===== src/rtl/lbde_pkg.sv =====
// ----------------------------------------------------------------------------
// lbde_pkg: shared definitions for the limited broadcast directory entry
// Request codes, field widths and the interface types of the shared counter.
// ----------------------------------------------------------------------------
package lbde_pkg;

	localparam int NumCoresDef = 64;
	localparam int CoreW       = 6;
	localparam int LimitW      = 7;
	localparam int TotalW      = 7;
	localparam int CntW        = 8;
	localparam int InDataW     = 8;
	localparam int OutDataW    = 24;

	localparam logic [LimitW-1:0] LimitRst = 7'd4;

	localparam logic [1:0] ReqAdd    = 2'd0;
	localparam logic [1:0] ReqRemove = 2'd1;
	localparam logic [1:0] ReqOwner  = 2'd2;
	localparam logic [1:0] ReqList   = 2'd3;

	typedef struct packed {
		logic            dec;
		logic [CntW-1:0] operand;
	} unit_ctl_t;

	typedef struct packed {
		logic [CntW-1:0] result;
		logic            operand_zero;
		logic            result_zero;
	} unit_rsp_t;

endpackage


===== src/rtl/lbde_count_unit.sv =====
// ----------------------------------------------------------------------------
// lbde_count_unit: shared increment/decrement unit
// Adds or subtracts one and flags zero operands and zero results.
// ----------------------------------------------------------------------------
module lbde_count_unit (
	input  lbde_pkg::unit_ctl_t ctl,
	output lbde_pkg::unit_rsp_t rsp
);

	localparam int CntW = lbde_pkg::CntW;

	logic [CntW-1:0] sum;

	always_comb begin
		if (ctl.dec) begin
			sum = ctl.operand - CntW'(1);
		end else begin
			sum = ctl.operand + CntW'(1);
		end
		rsp.result       = sum;
		rsp.operand_zero = (ctl.operand == '0);
		rsp.result_zero  = (sum == '0);
	end

endmodule


===== src/rtl/limited_broadcast_directory_entry.sv =====
// ----------------------------------------------------------------------------
// limited_broadcast_directory_entry: one coherence directory entry
// Presence bits with a broadcast fallback, a sharer count and an owner.
// ----------------------------------------------------------------------------
// Requests arrive on the s_ group: s_tuser carries the request kind and
// s_tdata the core number and the owner-clear flag. Every result word leaves
// on the m_ group; m_tlast marks the final word caused by a request and
// m_tuser says whether m_tdata carries a listed sharer.
// Add, remove and set-owner requests give one result word: the execute
// state updates the entry through the shared increment/decrement unit and
// the response state loads the output register. A list request scans the
// presence bits after the update, one bit per cycle while the output register
// is free, and gives one word per set bit; in broadcast mode or with no
// sharers it gives a single status word instead.
// Only one request is in flight; s_tready returns the cycle after the last
// result word has been taken. A stalled receiver simply holds the scan.
// The hardware sharer limit is written through cfg_wr_en and cfg_wr_data;
// the user must write it only while the entry is idle, as the block itself
// does not enforce this. Reset clears the entry, drops any pending word and
// sets the limit to four.
// ----------------------------------------------------------------------------
module limited_broadcast_directory_entry #(
	parameter int NUM_CORES = lbde_pkg::NumCoresDef
) (
	input  logic                            clk,
	input  logic                            arst_n,
	input  logic                            cfg_wr_en,
	input  logic [lbde_pkg::LimitW-1:0]     cfg_wr_data,
	input  logic                            s_tvalid,
	output logic                            s_tready,
	// [5:0] core_id, [6] owner_clear, [7] zero
	input  logic [lbde_pkg::InDataW-1:0]    s_tdata,
	// [1:0] req_type
	input  logic [1:0]                      s_tuser,
	output logic                            m_tvalid,
	input  logic                            m_tready,
	// [5:0] sharer_id, [6] broadcast_mode, [13:7] sharer_total,
	// [19:14] owner_core, [20] owner_valid, [21] is_sharer, [22] error, [23] zero
	output logic [lbde_pkg::OutDataW-1:0]   m_tdata,
	// [0] sharer_valid
	output logic                            m_tuser,
	output logic                            m_tlast
);

	localparam int CoreW  = lbde_pkg::CoreW;
	localparam int TotalW = lbde_pkg::TotalW;
	localparam int LimitW = lbde_pkg::LimitW;
	localparam int CntW   = lbde_pkg::CntW;
	localparam int IdxW   = (NUM_CORES > 1) ? $clog2(NUM_CORES) : 1;

	localparam logic [TotalW-1:0] CoreLim = TotalW'(NUM_CORES);
	localparam logic [CntW-1:0]   CoreCnt = CntW'(NUM_CORES);

	localparam logic [1:0] StIdle = 2'd0;
	localparam logic [1:0] StExec = 2'd1;
	localparam logic [1:0] StResp = 2'd2;
	localparam logic [1:0] StScan = 2'd3;

	logic [1:0]           st_q;
	logic [LimitW-1:0]    limit_q;
	logic [NUM_CORES-1:0] bits_q;
	logic [TotalW-1:0]    pop_q;
	logic                 bcast_q;
	logic [TotalW-1:0]    bcnt_q;
	logic [CoreW-1:0]     owner_q;
	logic                 own_v_q;
	logic [IdxW-1:0]      idx_q;
	logic [TotalW-1:0]    rem_q;
	logic                 m_tvalid_q;

	logic [1:0]           req_q;
	logic [CoreW-1:0]     core_q;
	logic                 clr_q;
	logic                 err_q;
	logic [lbde_pkg::OutDataW-1:0] m_tdata_q;
	logic                 m_tuser_q;
	logic                 m_tlast_q;

	lbde_pkg::unit_ctl_t  u_ctl;
	lbde_pkg::unit_rsp_t  u_rsp;

	logic                 in_range;
	logic [IdxW-1:0]      core_idx;
	logic                 core_bit;
	logic                 is_shr;
	logic [TotalW-1:0]    total;
	logic                 pop_at_limit;
	logic                 scan_bit;
	logic                 out_free;
	logic                 m_load;
	logic                 list_scan;
	logic [TotalW-1:0]    res7;
	logic [TotalW-1:0]    sat7;
	logic                 err_c;
	logic [CoreW-1:0]     sid_c;

	lbde_count_unit u_count (
		.ctl (u_ctl),
		.rsp (u_rsp)
	);

	assign in_range     = ({1'b0, core_q} < CoreLim);
	assign core_idx     = core_q[IdxW-1:0];
	assign core_bit     = in_range && bits_q[core_idx];
	assign is_shr       = bcast_q || core_bit;
	assign total        = bcast_q ? bcnt_q : pop_q;
	assign pop_at_limit = (pop_q == limit_q);
	assign scan_bit     = bits_q[idx_q];
	assign out_free     = !m_tvalid_q || m_tready;
	assign m_load       = out_free && ((st_q == StResp) || ((st_q == StScan) && scan_bit));
	assign list_scan    = (req_q == lbde_pkg::ReqList) && !bcast_q && (pop_q != '0);
	assign res7         = u_rsp.result[TotalW-1:0];
	assign sat7         = (u_rsp.result > CoreCnt) ? CoreLim : res7;
	assign sid_c        = CoreW'(idx_q);

	assign s_tready = (st_q == StIdle) && !m_tvalid_q;
	assign m_tvalid = m_tvalid_q;
	assign m_tdata  = m_tdata_q;
	assign m_tuser  = m_tuser_q;
	assign m_tlast  = m_tlast_q;

	// The shared unit counts the scan down while listing, and otherwise
	// works on whichever count the pending request changes.
	always_comb begin
		if (st_q == StScan) begin
			u_ctl.dec     = 1'b1;
			u_ctl.operand = {1'b0, rem_q};
		end else if (req_q == lbde_pkg::ReqRemove) begin
			u_ctl.dec     = 1'b1;
			u_ctl.operand = {1'b0, total};
		end else begin
			u_ctl.dec     = 1'b0;
			if (bcast_q) begin
				u_ctl.operand = {1'b0, bcnt_q};
			end else if (pop_at_limit) begin
				u_ctl.operand = {1'b0, limit_q};
			end else begin
				u_ctl.operand = {1'b0, pop_q};
			end
		end
	end

	always_comb begin
		case (req_q)
			lbde_pkg::ReqAdd: begin
				err_c = !in_range || (!bcast_q && core_bit);
			end
			lbde_pkg::ReqRemove: begin
				err_c = !in_range || (bcast_q ? (bcnt_q == '0) : !core_bit);
			end
			lbde_pkg::ReqOwner: begin
				err_c = !clr_q && (!in_range || (bcast_q ? (bcnt_q == '0) : !core_bit));
			end
			default: begin
				err_c = 1'b0;
			end
		endcase
	end

	always_ff @(posedge clk or negedge arst_n) begin
		if (!arst_n) begin
			st_q       <= StIdle;
			limit_q    <= lbde_pkg::LimitRst;
			bits_q     <= '0;
			pop_q      <= '0;
			bcast_q    <= 1'b0;
			bcnt_q     <= '0;
			owner_q    <= '0;
			own_v_q    <= 1'b0;
			idx_q      <= '0;
			rem_q      <= '0;
			m_tvalid_q <= 1'b0;
		end else begin
			if (cfg_wr_en) begin
				limit_q <= cfg_wr_data;
			end
			if (m_load) begin
				m_tvalid_q <= 1'b1;
			end else if (m_tready) begin
				m_tvalid_q <= 1'b0;
			end
			case (st_q)
				StIdle: begin
					if (s_tvalid && s_tready) begin
						st_q <= StExec;
					end
				end
				StExec: begin
					case (req_q)
						lbde_pkg::ReqAdd: begin
							if (in_range && bcast_q) begin
								bcnt_q <= sat7;
							end else if (in_range && !core_bit) begin
								if (pop_at_limit) begin
									// Limit reached: fall back to counting only.
									bcast_q <= 1'b1;
									bcnt_q  <= sat7;
									bits_q  <= '0;
									pop_q   <= '0;
								end else begin
									bits_q[core_idx] <= 1'b1;
									pop_q            <= res7;
								end
							end
						end
						lbde_pkg::ReqRemove: begin
							if (in_range) begin
								if (bcast_q) begin
									if (!u_rsp.operand_zero) begin
										bcnt_q <= res7;
										if (u_rsp.result_zero) begin
											bcast_q <= 1'b0;
										end
									end
								end else if (core_bit) begin
									bits_q[core_idx] <= 1'b0;
									pop_q            <= res7;
								end
							end
						end
						lbde_pkg::ReqOwner: begin
							if (clr_q) begin
								owner_q <= '0;
								own_v_q <= 1'b0;
							end else if (in_range) begin
								owner_q <= core_q;
								own_v_q <= 1'b1;
							end
						end
						default: begin
							idx_q <= '0;
							rem_q <= pop_q;
						end
					endcase
					st_q <= list_scan ? StScan : StResp;
				end
				StResp: begin
					if (out_free) begin
						st_q <= StIdle;
					end
				end
				StScan: begin
					if (out_free) begin
						idx_q <= idx_q + IdxW'(1);
						if (scan_bit) begin
							rem_q <= res7;
							if (rem_q == TotalW'(1)) begin
								st_q <= StIdle;
							end
						end
					end
				end
				default: begin
					st_q <= StIdle;
				end
			endcase
		end
	end

	always_ff @(posedge clk) begin
		if (s_tvalid && s_tready) begin
			req_q  <= s_tuser;
			core_q <= s_tdata[CoreW-1:0];
			clr_q  <= s_tdata[CoreW];
		end
		if (st_q == StExec) begin
			err_q <= err_c;
		end
		if ((st_q == StResp) && out_free) begin
			m_tdata_q <= {1'b0, err_q, is_shr, own_v_q, owner_q, total, bcast_q, {CoreW{1'b0}}};
			m_tuser_q <= 1'b0;
			m_tlast_q <= 1'b1;
		end else if ((st_q == StScan) && out_free && scan_bit) begin
			m_tdata_q <= {1'b0, 1'b0, is_shr, own_v_q, owner_q, total, bcast_q, sid_c};
			m_tuser_q <= 1'b1;
			m_tlast_q <= (rem_q == TotalW'(1));
		end
	end

`ifndef SYNTHESIS
	a_bcast_clean: assert property (@(posedge clk) disable iff (!arst_n)
		bcast_q |-> (bits_q == '0) && (pop_q == '0))
		else $error("presence bits left set in broadcast mode");

	a_bcnt_range: assert property (@(posedge clk) disable iff (!arst_n)
		bcast_q |-> (bcnt_q != '0) && (bcnt_q <= CoreLim))
		else $error("broadcast count out of range");

	a_bcnt_idle: assert property (@(posedge clk) disable iff (!arst_n)
		!bcast_q |-> (bcnt_q == '0))
		else $error("broadcast count left over outside broadcast mode");

	a_pop_track: assert property (@(posedge clk) disable iff (!arst_n)
		pop_q == TotalW'($countones(bits_q)))
		else $error("sharer count disagrees with presence bits");

	a_last_idle: assert property (@(posedge clk) disable iff (!arst_n)
		(m_tvalid_q && m_tlast_q) |-> (st_q == StIdle))
		else $error("final word shown while the request is still in progress");
`endif

endmodule

===== config.mk =====
export PLATFORM = sky130hd
export DESIGN_NAME = limited_broadcast_directory_entry
export DESIGN_NICKNAME = d
export VERILOG_FILES = /design/src/rtl/lbde_pkg.sv /design/src/rtl/lbde_count_unit.sv /design/src/rtl/limited_broadcast_directory_entry.sv
export SDC_FILE = /design/constraint.sdc
export NUM_CORES = 1
export LEC_CHECK = 0
export BUFFER_PORTS_ARGS = -buffer_cell sky130_fd_sc_hd__buf_2
export CAP_MARGIN = 20
export CORE_ASPECT_RATIO = 1.25
export CORE_MARGIN = 2
export CORE_UTILIZATION = 40
export CTS_BUF_LIST = sky130_fd_sc_hd__clkbuf_4 sky130_fd_sc_hd__clkbuf_8 sky130_fd_sc_hd__clkbuf_16
export CTS_CLUSTER_DIAMETER = 100
export DETAILED_ROUTE_END_ITERATION = 7
export PLACE_DENSITY = 0.58
export SLEW_MARGIN = 15
export SYNTH_ARGS = -nofsm -noshare
export SYNTH_HDL_FRONTEND = slang
export SYNTH_SLANG_ARGS = --single-unit

===== constraint.sdc =====
create_clock -name clk -period 7.2 [get_ports clk]
set_input_delay 0.72 -clock clk [delete_from_list [all_inputs] [get_ports clk]]
set_output_delay 0.72 -clock clk [all_outputs]
set_load 0.03 [all_outputs]

* Word-level counts from Yosys, hierarchy flattened
Index checks and enable logic that the tools add are counted.
** Operators by class
- Add/subtract/negate cells :: 3
- Reduce and logical (&&, ||, !) cells :: 37
- Equal/unequal tests :: 22
- Order comparisons :: 4
- Multiplexer cells :: 60
- Bitwise logic cells :: 3
** Operators by type and width (count)
- 2-to-1 mux 64 bit :: 5
- one-hot mux 64 bit (2 select lines) :: 1
- 2-to-1 mux 7 bit :: 16
- AND 64 bit :: 1
- inverter 64 bit :: 1
- OR 64 bit :: 1
- 2-to-1 mux 23 bit :: 2
- one-hot mux 7 bit (2 select lines) :: 3
- != test 2 bit (second input constant) :: 10
- 2-to-1 mux 6 bit :: 3
- 2-to-1 mux 9 bit :: 2
- logical NOT 8 bit :: 2
- 2-to-1 mux 8 bit :: 2
- less-than comparator 6 x 7 -> 1 bit (second input constant) :: 2
- 2-to-1 mux 1 bit :: 14
- binary-select mux 1 bit (select 6 bit) :: 2
- logical AND 1 bit :: 12
- one-hot mux 6 bit (2 select lines) :: 1
- AND reduction 6 bit :: 2
- 2-to-1 mux 2 bit :: 5
- adder 8 x 1 -> 8 bit (second input constant) :: 1
- == test 2 bit (second input constant) :: 4
- > comparator 8 x 7 -> 1 bit (second input constant) :: 1
- one-hot mux 2 bit (4 select lines) :: 1
- other kinds (22) :: 35
** Word-level totals
- Output and inout port bits :: 28
- Bits of input ports :: 22
- Bits in registers :: 144

* Longest topological paths before layout
Gate-level depths: netlist of the first run.
- Depth in word-level cells :: 13
- Gate-level depth with buffers :: 13
- Mapped depth without buffers :: 12

* Modules after synthesis
Synthesis of the first run repeated with hierarchy kept, for this count alone.
** Unflattened totals
- Cells, all modules :: 880
- Area, all modules :: 8563.2 µm²
** By module, submodules not included
- limited_broadcast_directory_entry :: cells an instance 835, area an instance 8201.6 µm², times used 1, seq. area each 3699.8 µm²
- lbde_count_unit :: cells an instance 45, area an instance 361.6 µm², times used 1, seq. area each 0.0 µm²

* Least setup slack after synthesis of the first run
Ideal clock, no wire load.
- Path kind :: register to register
- From :: register st_q[1]
- To :: register bcnt_q[0]
- Stages on the path, launching flop included :: 13
- Arrival time :: 3.461 ns
- Required time :: 7.099 ns
- Setup slack :: 3.638 ns
- Library setup time :: 0.101 ns
- Buffers on the path :: 2
- Clock period less this slack :: 3.562 ns
- Path through :: dfrtp_1 clkbuf_1 nand2_1 clkbuf_1 o21ai_0 ha_1 a21o_1 a21o_1 a211oi_1 xnor2_1 nor4_1 o22ai_1 o32ai_1
** Between the ends
- Cells in the longest elaborated chain, start to end :: 10
- Elaborated cells on any way between the ends :: 17
- Classes of those cells :: 2 x add/sub; 1 x order compare; 3 x eq/ne; 9 x mux; 2 x reduce/logical
** RTL lines
- start, declared :: RTL line limited_broadcast_directory_entry.sv:59 : logic [1:0] st_q;
- start signal, assigned :: RTL line limited_broadcast_directory_entry.sv:162 : st_q <= StIdle;
- start signal, assigned :: RTL line limited_broadcast_directory_entry.sv:185 : st_q <= StExec;
- start signal, assigned :: RTL line limited_broadcast_directory_entry.sv:235 : st_q <= list_scan ? StScan : StResp;
- == test 2 bit :: RTL line limited_broadcast_directory_entry.sv:125 : if (st_q == StScan) begin
- 2-to-1 mux 9 bit :: RTL line limited_broadcast_directory_entry.sv:125
- adder 8 x 1 -> 8 bit / subtractor 8 x 1 -> 8 bit (equally long branches) :: RTL line lbde_count_unit.sv:18, lbde_count_unit.sv:16
- 2-to-1 mux 8 bit :: RTL line lbde_count_unit.sv:15 : if (ctl.dec) begin
- > comparator 8 x 7 -> 1 bit :: RTL line limited_broadcast_directory_entry.sv:113 : assign sat7 = (u_rsp.result > CoreCnt) ? CoreLim : res7;
- 2-to-1 mux 7 bit :: RTL line limited_broadcast_directory_entry.sv:113
- 2-to-1 mux 7 bit :: RTL line limited_broadcast_directory_entry.sv:194 : if (pop_at_limit) begin
- 2-to-1 mux 7 bit :: RTL line limited_broadcast_directory_entry.sv:193 : end else if (in_range && !core_bit) begin
- 2-to-1 mux 7 bit :: RTL line limited_broadcast_directory_entry.sv:191 : if (in_range && bcast_q) begin
- one-hot mux 7 bit (2 select lines) :: RTL line limited_broadcast_directory_entry.sv:189 : case (req_q)
- end signal, assigned :: RTL line limited_broadcast_directory_entry.sv:192 : bcnt_q <= sat7;
- end signal, assigned :: RTL line limited_broadcast_directory_entry.sv:197 : bcnt_q <= sat7;
- end signal, assigned :: RTL line limited_broadcast_directory_entry.sv:210 : bcnt_q <= res7;
- end, declared :: RTL line limited_broadcast_directory_entry.sv:64 : logic [TotalW-1:0] bcnt_q;
Parallel ways exist; a longest one is shown, timed or not. The select of a mux whose other input is x is not followed.
A chain may end at the register's enable or synchronous reset.

* Worst setup path in the final report of the first run
- From :: register idx_q[0]
- To :: register m_tdata_q, in the netlist m_tdata[10] (enable)
** Between the ends
- Cells in the longest elaborated chain, start to end :: 4
** RTL lines
- start, declared :: RTL line limited_broadcast_directory_entry.sv:67 : logic [IdxW-1:0] idx_q;
- start signal, assigned :: RTL line limited_broadcast_directory_entry.sv:244 : idx_q <= idx_q + IdxW'(1);
- binary-select mux 1 bit (select 6 bit) :: RTL line limited_broadcast_directory_entry.sv:108 : assign scan_bit = bits_q[idx_q];
- 2-to-1 mux 1 bit (not written as such) :: RTL line limited_broadcast_directory_entry.sv:108
- logical AND 1 bit :: RTL line limited_broadcast_directory_entry.sv:273 : end else if ((st_q == StScan) && out_free && scan_bit) begin
- nonzero test 2 bit (no source line)
- end signal, assigned :: RTL line limited_broadcast_directory_entry.sv:270 : m_tdata_q <= {1'b0, err_q, is_shr, own_v_q, owner_q, total, bcast_q, {CoreW{1'b0}}};
- end signal, assigned :: RTL line limited_broadcast_directory_entry.sv:274 : m_tdata_q <= {1'b0, 1'b0, is_shr, own_v_q, owner_q, total, bcast_q, sid_c};
- end, declared :: RTL line limited_broadcast_directory_entry.sv:75 : logic [lbde_pkg::OutDataW-1:0] m_tdata_q;
No other way between the ends. The select of a mux whose other input is x is not followed.

==> results of run 1 <==
path summary, 6_finish.rpt:
check | from | to | slack, ns
max | idx_q[0]$_DFFE_PN0P_ | m_tdata[10]$_DFFE_PP_ | 3.10
min | arst_n | limit_q[3]$_DFFE_PN0P_ | 0.34
max reg2reg | idx_q[0]$_DFFE_PN0P_ | m_tdata[10]$_DFFE_PP_ | 3.10
min reg2reg | m_tuser$_SDFFE_PP0P_ | m_tuser$_SDFFE_PP0P_ | 0.46
max in group asynchronous | arst_n | bits_q[36]$_DFFE_PN0P_ | 5.62
min in group clk | s_tdata[2] | core_idx[2]$_DFFE_PP_ | 0.45
synth_stat cells (15+ instances only):
cell and number:
sky130_fd_sc_hd__o221ai_1 65, sky130_fd_sc_hd__edfxtp_1 27, sky130_fd_sc_hd__a21oi_1 78, sky130_fd_sc_hd__nor2_1 51, sky130_fd_sc_hd__o21ai_0 15, sky130_fd_sc_hd__nor3_1 16, sky130_fd_sc_hd__mux2_2 25, sky130_fd_sc_hd__clkbuf_1 40
sky130_fd_sc_hd__inv_1 83, sky130_fd_sc_hd__nand2_1 110, sky130_fd_sc_hd__mux4_2 22, sky130_fd_sc_hd__dfrtp_1 108
critical path: stages (launching register included):
cell and delay (ns):
sky130_fd_sc_hd__dfrtp_1 1.04, sky130_fd_sc_hd__mux4_1 0.43, sky130_fd_sc_hd__mux2_2 0.33, sky130_fd_sc_hd__mux4_2 0.54, sky130_fd_sc_hd__mux2i_4 0.29, sky130_fd_sc_hd__nor2_2 0.16
sky130_fd_sc_hd__nor2_4 0.45, sky130_fd_sc_hd__inv_1 0.46
logic make-up (layout without fill, tap and decap cells):
group	Yosys count	in the layout	synth area share (%)
AOI/OAI and AO/OA	219	219	18.3
xor gates and xnor gates	19	19	1.99
adders and majority gates	9	9	1.44
buffers and inverters	141	179	6.97
DFF	144	144	44.2
muxes	66	66	12.7
other	1	1	0.0448
and+or+nand+nor	255	255	14.3
flip-flops by register name, indices dropped and copies added (netlist names):
name / cells
core_idx: 6
own_v_q: 1
m_tdata: 23
pop_q: 7
bits_q: 64
m_tlast: 1
limit_q: 7
idx_q: 6
rem_q: 7
owner_q: 6
m_tuser: 1
bcnt_q: 7
bcast_q: 1
err_q: 1
st_q: 2
clr_q: 1
m_tvalid: 1
req_q: 2
layout make-up:
class	count	area, µm²	area share, %
inverter	84	315	3.35
timing repair buffer	63	358	3.81
tap	274	343	3.65
clock inverter	15	165	1.76
clock buffer	17	425	4.53
multi-input combinational	569	4090	43.5
sequential	144	3700	39.4
per-stage QoR:
stage	hold slack [ns]	setup slack (ns)	cell area, µm²
detailed placement	0.456	3.07	8810
global placement	0.451	3.07	8810
global route	0.394	2.89	9400
floorplan	0.424	3.64	8360
CTS	0.372	3.07	9400
finish	0.341	3.10	9400
per-layer routing:
metal  vias up  track usage (%)  wire length (µm)
li1       3173                -                 -
met1      3351             28.5              9960
met2       248             38.1             12200
met3        51             4.84              1460
met4         0             7.45               686
met5         -                0                 0
report_power, final:
group	internal, W	leakage, nW	switching (W)	total (W)
Combinational	0.000436	2.50	0.000837	0.00127
Clock	0.000492	0.284	0.000402	0.000894
Sequential	0.000998	1.46	0.000155	0.00115
==> run_results.csv, run 1 <==
group,metric,value,unit
routing,dr_drc_count,0,
sta,timing.final.max_slew_violations,0,
setup_path,worst-endpoint-arrival,4.19,ns
routing,wire_per_inst,20.9,µm
pwr,cell_area_power_density,353,nW/µm²
cts,cts_resized,0,
setup_path,worst-r2r-cell-count,7,
routing,initialDrtViolationCount,639,
global_routing,grt_first_pass_wirelength,38400,µm
synth,synth.yosys.warnings,0,
synth,postSynthRegisterBits,144,
synth,yosysSeqAreaShare,44.2,%
finish,fillCellCount,1985,
pwr,finalPower,0.00332,W
synth,syn-instance-count,854,
synth,netlist_area_before_placement,8360,µm²
synth,postSynthAreaPerCell,9.79,µm²
finish,post_layout_nonfiller_instances,1166,
pwr,power.static_leakage,4.24,nW
routing,drt_total_wl,24300,µm
sta,setup_repair_after_global_routing_missed_its_margin,"no",
cts,htreeDepth,4,
cts,clock_tree.root_cell,"sky130_fd_sc_hd__clkbuf_16",
sta,setup-violations-final,0,
finish,area_delta_synth_final,12.4,%
setup_path,timing_worst_setup_path_type,"flop to flop",
die,floorplan.die_area,22100,µm²
sta,finalSetupTns,0,ns
global_routing,first_global_vias,6660,
finish,layout_commonest_cell,"sky130_fd_sc_hd__nand2_1",
cts,clk_path_buf_depth,2,
setup_path,cp.required,7.29,ns
sta,tightest_slew,1.06,ns
pwr,vdd.ir_drop.worst,0.185,mV
routing,routed-via-count,6823,
flow_run,maxCapViolations,0,
sta,skew,0.00924,ns
global_routing,grt.total_usage,22.4,%
finish,finalNetCount,910,
placement,post-place-cells,1134,
global_routing,number_of_antenna_violations_at_the_first_check_in_global_routing,0,
global_routing,grt_overflow_total,0,
die,die-height,166,µm
placement,post-dp-hpwl,15900,µm
die,die_x,133,µm
setup_path,cp_startpoint_kind,"flop",
placement,gp_congestion,0.860,
synth,synth_largest_area_cell,"sky130_fd_sc_hd__dfrtp_1",
setup_path,path_max_fanout,23,
synth,yosys_most_used_dff,"sky130_fd_sc_hd__dfrtp_1",
cts,postCtsSetupBuffers,0,
finish,diodes,0,
routing,drt-pass1-iter-count,5,
cts,clkLatencyLatePin,0.44,ns
synth,synthDominantCellAreaShare,32.3,%
finish,layout-drive-gt1-share,17.3,%
finish,final_core_util,45.5,%
synth,synth-edff-count,27,
cts,number_of_buffers_created_by_cts,17,
die,initial_utilization,40.5,%
synth,async_flop_share,75.7,%
die,rows,59,
routing,post_detailed_route_via_to_cell_ratio,5.85,
cts,clk_pin_slew_worst_paths,0.07,ns
die,num_io_pins,50,
finish,leading_cell_types_in_the_layout_fill_and_taps_excluded,"sky130_fd_sc_hd__nand2_1 (110), sky130_fd_sc_hd__dfrtp_1 (108), sky130_fd_sc_hd__inv_1 (83), sky130_fd_sc_hd__a21oi_1 (78), sky130_fd_sc_hd__o221ai_1 (65)",
sta,fmaxAchievable,0.244,GHz
global_routing,grt_start_max_net_pins,72,
die,core-area,20700,µm²
setup_path,setup.worst_path.end_class,"flop",
worst_hold_path,worstHoldPathType,"input port to asynchronous set/reset pin",
synth,synth_nets,885,
synth,unique_cell_type_count_in_the_yosys_netlist,66,
routing,final_antenna_net_count,0,
sta,finalHoldViolations,0,
sta,post-route-period-util,57.0,%
status,result_of_the_run,"finished, final reports clean",
synth,yosys-top-cells-area,"sky130_fd_sc_hd__dfrtp_1 (32%), sky130_fd_sc_hd__edfxtp_1 (9.7%), sky130_fd_sc_hd__o221ai_1 (6.8%)",
sta,final_period_demand_of_the_worst_path,4.10,ns
cts,cts_sinks,144,
cts,cts-hold-fix-buffers,0,
placement,portBuffers,47,
sta,slew_headroom,29.3,%
cts,tritoncts,"done",
Power figures use the tool's default switching activity.
==> run 2, diff against run 1 <==
--- a/config.mk
+++ b/config.mk
@@ -13,7 +13,7 @@
 export CTS_BUF_LIST = sky130_fd_sc_hd__clkbuf_4 sky130_fd_sc_hd__clkbuf_8 sky130_fd_sc_hd__clkbuf_16
 export CTS_CLUSTER_DIAMETER = 100
 export DETAILED_ROUTE_END_ITERATION = 7
-export PLACE_DENSITY = 0.58
+export PLACE_DENSITY = 0.6
 export SLEW_MARGIN = 15
 export SYNTH_ARGS = -nofsm -noshare
 export SYNTH_HDL_FRONTEND = slang
==> constraint.sdc (replaced) <==
create_clock -name clk -period 3.4 [get_ports clk]
set_input_delay 0.34 -clock clk [delete_from_list [all_inputs] [get_ports clk]]
set_output_delay 0.34 -clock clk [all_outputs]
set_load 0.03 [all_outputs]
==> run 2 against run 1 <==
  * Power increased by 120%
  * Cell area increased by 3.1%
  * Flip-flop and latch count unchanged
  * Non-clock buffer count increased by 30
  * Setup slack got worse by 3.0 ns
  * Critical endpoint is now bcnt_q[2]$_DFFE_PN0P_
==> run_results.csv, run 2 (synthesized netlist as in run 1, its figures left out) <==
group,metric,value,unit
status,result_of_the_run,"finished, final reports clean",
routing,wire_per_inst,20.8,µm
global_routing,grt_overflow_total,0,
die,floorplan.die_area,22100,µm²
placement,portBuffers,47,
sta,post-route-period-util,95.8,%
finish,finalNetCount,940,
sta,slew_headroom,37.5,%
sta,tightest_slew,0.934,ns
finish,area_delta_synth_final,15.9,%
cts,htreeDepth,4,
global_routing,grt_first_pass_wirelength,39100,µm
cts,number_of_buffers_created_by_cts,17,
sta,fmaxAchievable,0.307,GHz
cts,tritoncts,"done",
pwr,cell_area_power_density,750,nW/µm²
placement,post-dp-hpwl,16700,µm
setup_path,worst-endpoint-arrival,3.58,ns
routing,post_detailed_route_via_to_cell_ratio,5.87,
cts,clk_path_buf_depth,2,
setup_path,path_max_fanout,6,
global_routing,grt_start_max_net_pins,70,
finish,layout-drive-gt1-share,20.3,%
routing,dr_drc_count,0,
sta,setup-violations-final,0,
sta,timing.final.max_slew_violations,0,
finish,diodes,0,
die,die_x,133,µm
sta,final_period_demand_of_the_worst_path,3.26,ns
routing,drt_total_wl,24800,µm
routing,drt-pass1-iter-count,5,
global_routing,first_global_vias,6848,
setup_path,cp_startpoint_kind,"flop",
placement,post-place-cells,1164,
die,rows,59,
finish,layout_commonest_cell,"sky130_fd_sc_hd__nand2_1",
sta,skew,0.0108,ns
placement,gp_congestion,0.893,
flow_run,maxCapViolations,0,
finish,largest_register,"bits_q",
setup_path,worst_r2r_endpoint,"bcnt_q[2]$_DFFE_PN0P_",
setup_path,worst_r2r_startpoint,"bcast_q$_DFFE_PN0P_",
setup_path,timing_worst_setup_path_type,"flop to flop",
cts,clk_pin_slew_worst_paths,0.07,ns
sta,timing.hold.ws,0.0528,ns
cts,cts_sinks,144,
cts,clock_tree.root_cell,"sky130_fd_sc_hd__clkbuf_16",
global_routing,grt.total_usage,22.9,%
setup_path,ff2ff_setup_slack,0.14,ns
setup_path,worst-r2r-cell-count,10,
placement,place_worst_setup_slack,0.106,ns
setup_path,setup.worst_path.end_class,"flop",
die,die-height,166,µm
die,initial_utilization,40.5,%
finish,fillCellCount,1975,
cts,postCtsSetupBuffers,0,
sta,finalHoldViolations,0,
routing,final_antenna_net_count,0,
cts,clkLatencyLatePin,0.43,ns
finish,post_layout_nonfiller_instances,1196,
routing,routed-via-count,7015,
routing,initialDrtViolationCount,654,
global_routing,number_of_antenna_violations_at_the_first_check_in_global_routing,0,
die,num_io_pins,50,
finish,largest_reg_flops,64,
setup_path,cp.required,3.73,ns
worst_hold_path,worstHoldPathType,"input port to asynchronous set/reset pin",
sta,finalSetupTns,0,ns
pwr,vdd.ir_drop.worst,0.389,mV
pwr,power.static_leakage,4.39,nW
die,core-area,20700,µm²
sta,post-route-worst-setup-slack,0.144,ns
finish,leading_cell_types_in_the_layout_fill_and_taps_excluded,"sky130_fd_sc_hd__nand2_1 (110), sky130_fd_sc_hd__dfrtp_1 (108), sky130_fd_sc_hd__inv_1 (83), sky130_fd_sc_hd__a21oi_1 (78), sky130_fd_sc_hd__o221ai_1 (65)",
pwr,finalPower,0.00727,W
run 2: changes by cell type in the layout (fill, tap and decap cells not counted), sizes merged:
cell / change
inv: -5
clkinvlp: +2
clkbuf: +1
clkinv: +2
buf: +30
run 2: how the worst max path moves through the flow:
stage | from | to | slack [ns] | cells after the start
2_1_floorplan | st_q[1]$_DFFE_PN0P_ | bcnt_q[0]$_DFFE_PN0P_ | 0.09 | 12
3_3_place_gp | bcast_q$_DFFE_PN0P_ | bcnt_q[5]$_DFFE_PN0P_ | 0.18 | 10
3_5_place_dp | bcast_q$_DFFE_PN0P_ | bcnt_q[2]$_DFFE_PN0P_ | 0.11 | 10
4_1_cts | bcast_q$_DFFE_PN0P_ | bcnt_q[2]$_DFFE_PN0P_ | 0.09 | 10
5_1_grt | bcast_q$_DFFE_PN0P_ | bcnt_q[0]$_DFFE_PN0P_ | -0.03 | 10
6_report | bcast_q$_DFFE_PN0P_ | bcnt_q[2]$_DFFE_PN0P_ | 0.14 | 10
run 2: critical path: stages (launching register included):
cell and delay, ns:
sky130_fd_sc_hd__dfrtp_1 0.51, sky130_fd_sc_hd__mux2i_1 0.32, sky130_fd_sc_hd__a21oi_1 0.15, sky130_fd_sc_hd__ha_1 0.36
sky130_fd_sc_hd__a21o_1 0.19, sky130_fd_sc_hd__a21o_1 0.20, sky130_fd_sc_hd__a211oi_4 0.33, sky130_fd_sc_hd__xnor2_1 0.17
sky130_fd_sc_hd__nor4_2 0.40, sky130_fd_sc_hd__o22ai_2 0.22, sky130_fd_sc_hd__o32ai_1 0.31
run 2: area by class of cell:
type | instances | area, µm² | area share (%)
well taps | 274 | 343 | 3.54
clock buffers | 18 | 433 | 4.47
multi-input cells | 569 | 4120 | 42.5
flip-flops and latches | 144 | 3700 | 38.2
repair buffers | 93 | 646 | 6.66
inverters | 84 | 315 | 3.25
clock inverters | 14 | 135 | 1.39
run 2: what timing repair did:
item | 4_1_cts | 5_1_grt
gates resized for setup | 0 | 4
endpoints found under the setup margin | 0 | 6
hold buffers | 0 | 0
run 2: where the power goes:
group | leakage (nW) | total, W | switching [W] | internal [W]
Combinational | 2.67 | 0.00308 | 0.00197 | 0.00111
Sequential | 1.46 | 0.00236 | 0.000241 | 0.00212
Clock | 0.268 | 0.00183 | 0.000800 | 0.00103
run 2: routing by layer:
metal | wire [µm] | GRT usage, %
met5 | 0 | 0
met3 | 1310 | 3.86
met1 | 10300 | 29.3
met4 | 1060 | 10.9
met2 | 12100 | 37.6
run 2: stage by stage:
stage	utilization (%)	instance area (µm²)
3_3_place_gp	44.0	9100
6_report	46.9	9690
3_5_place_dp	44.0	9100
5_1_grt	46.9	9690
4_1_cts	46.8	9670
2_1_floorplan	-	8370
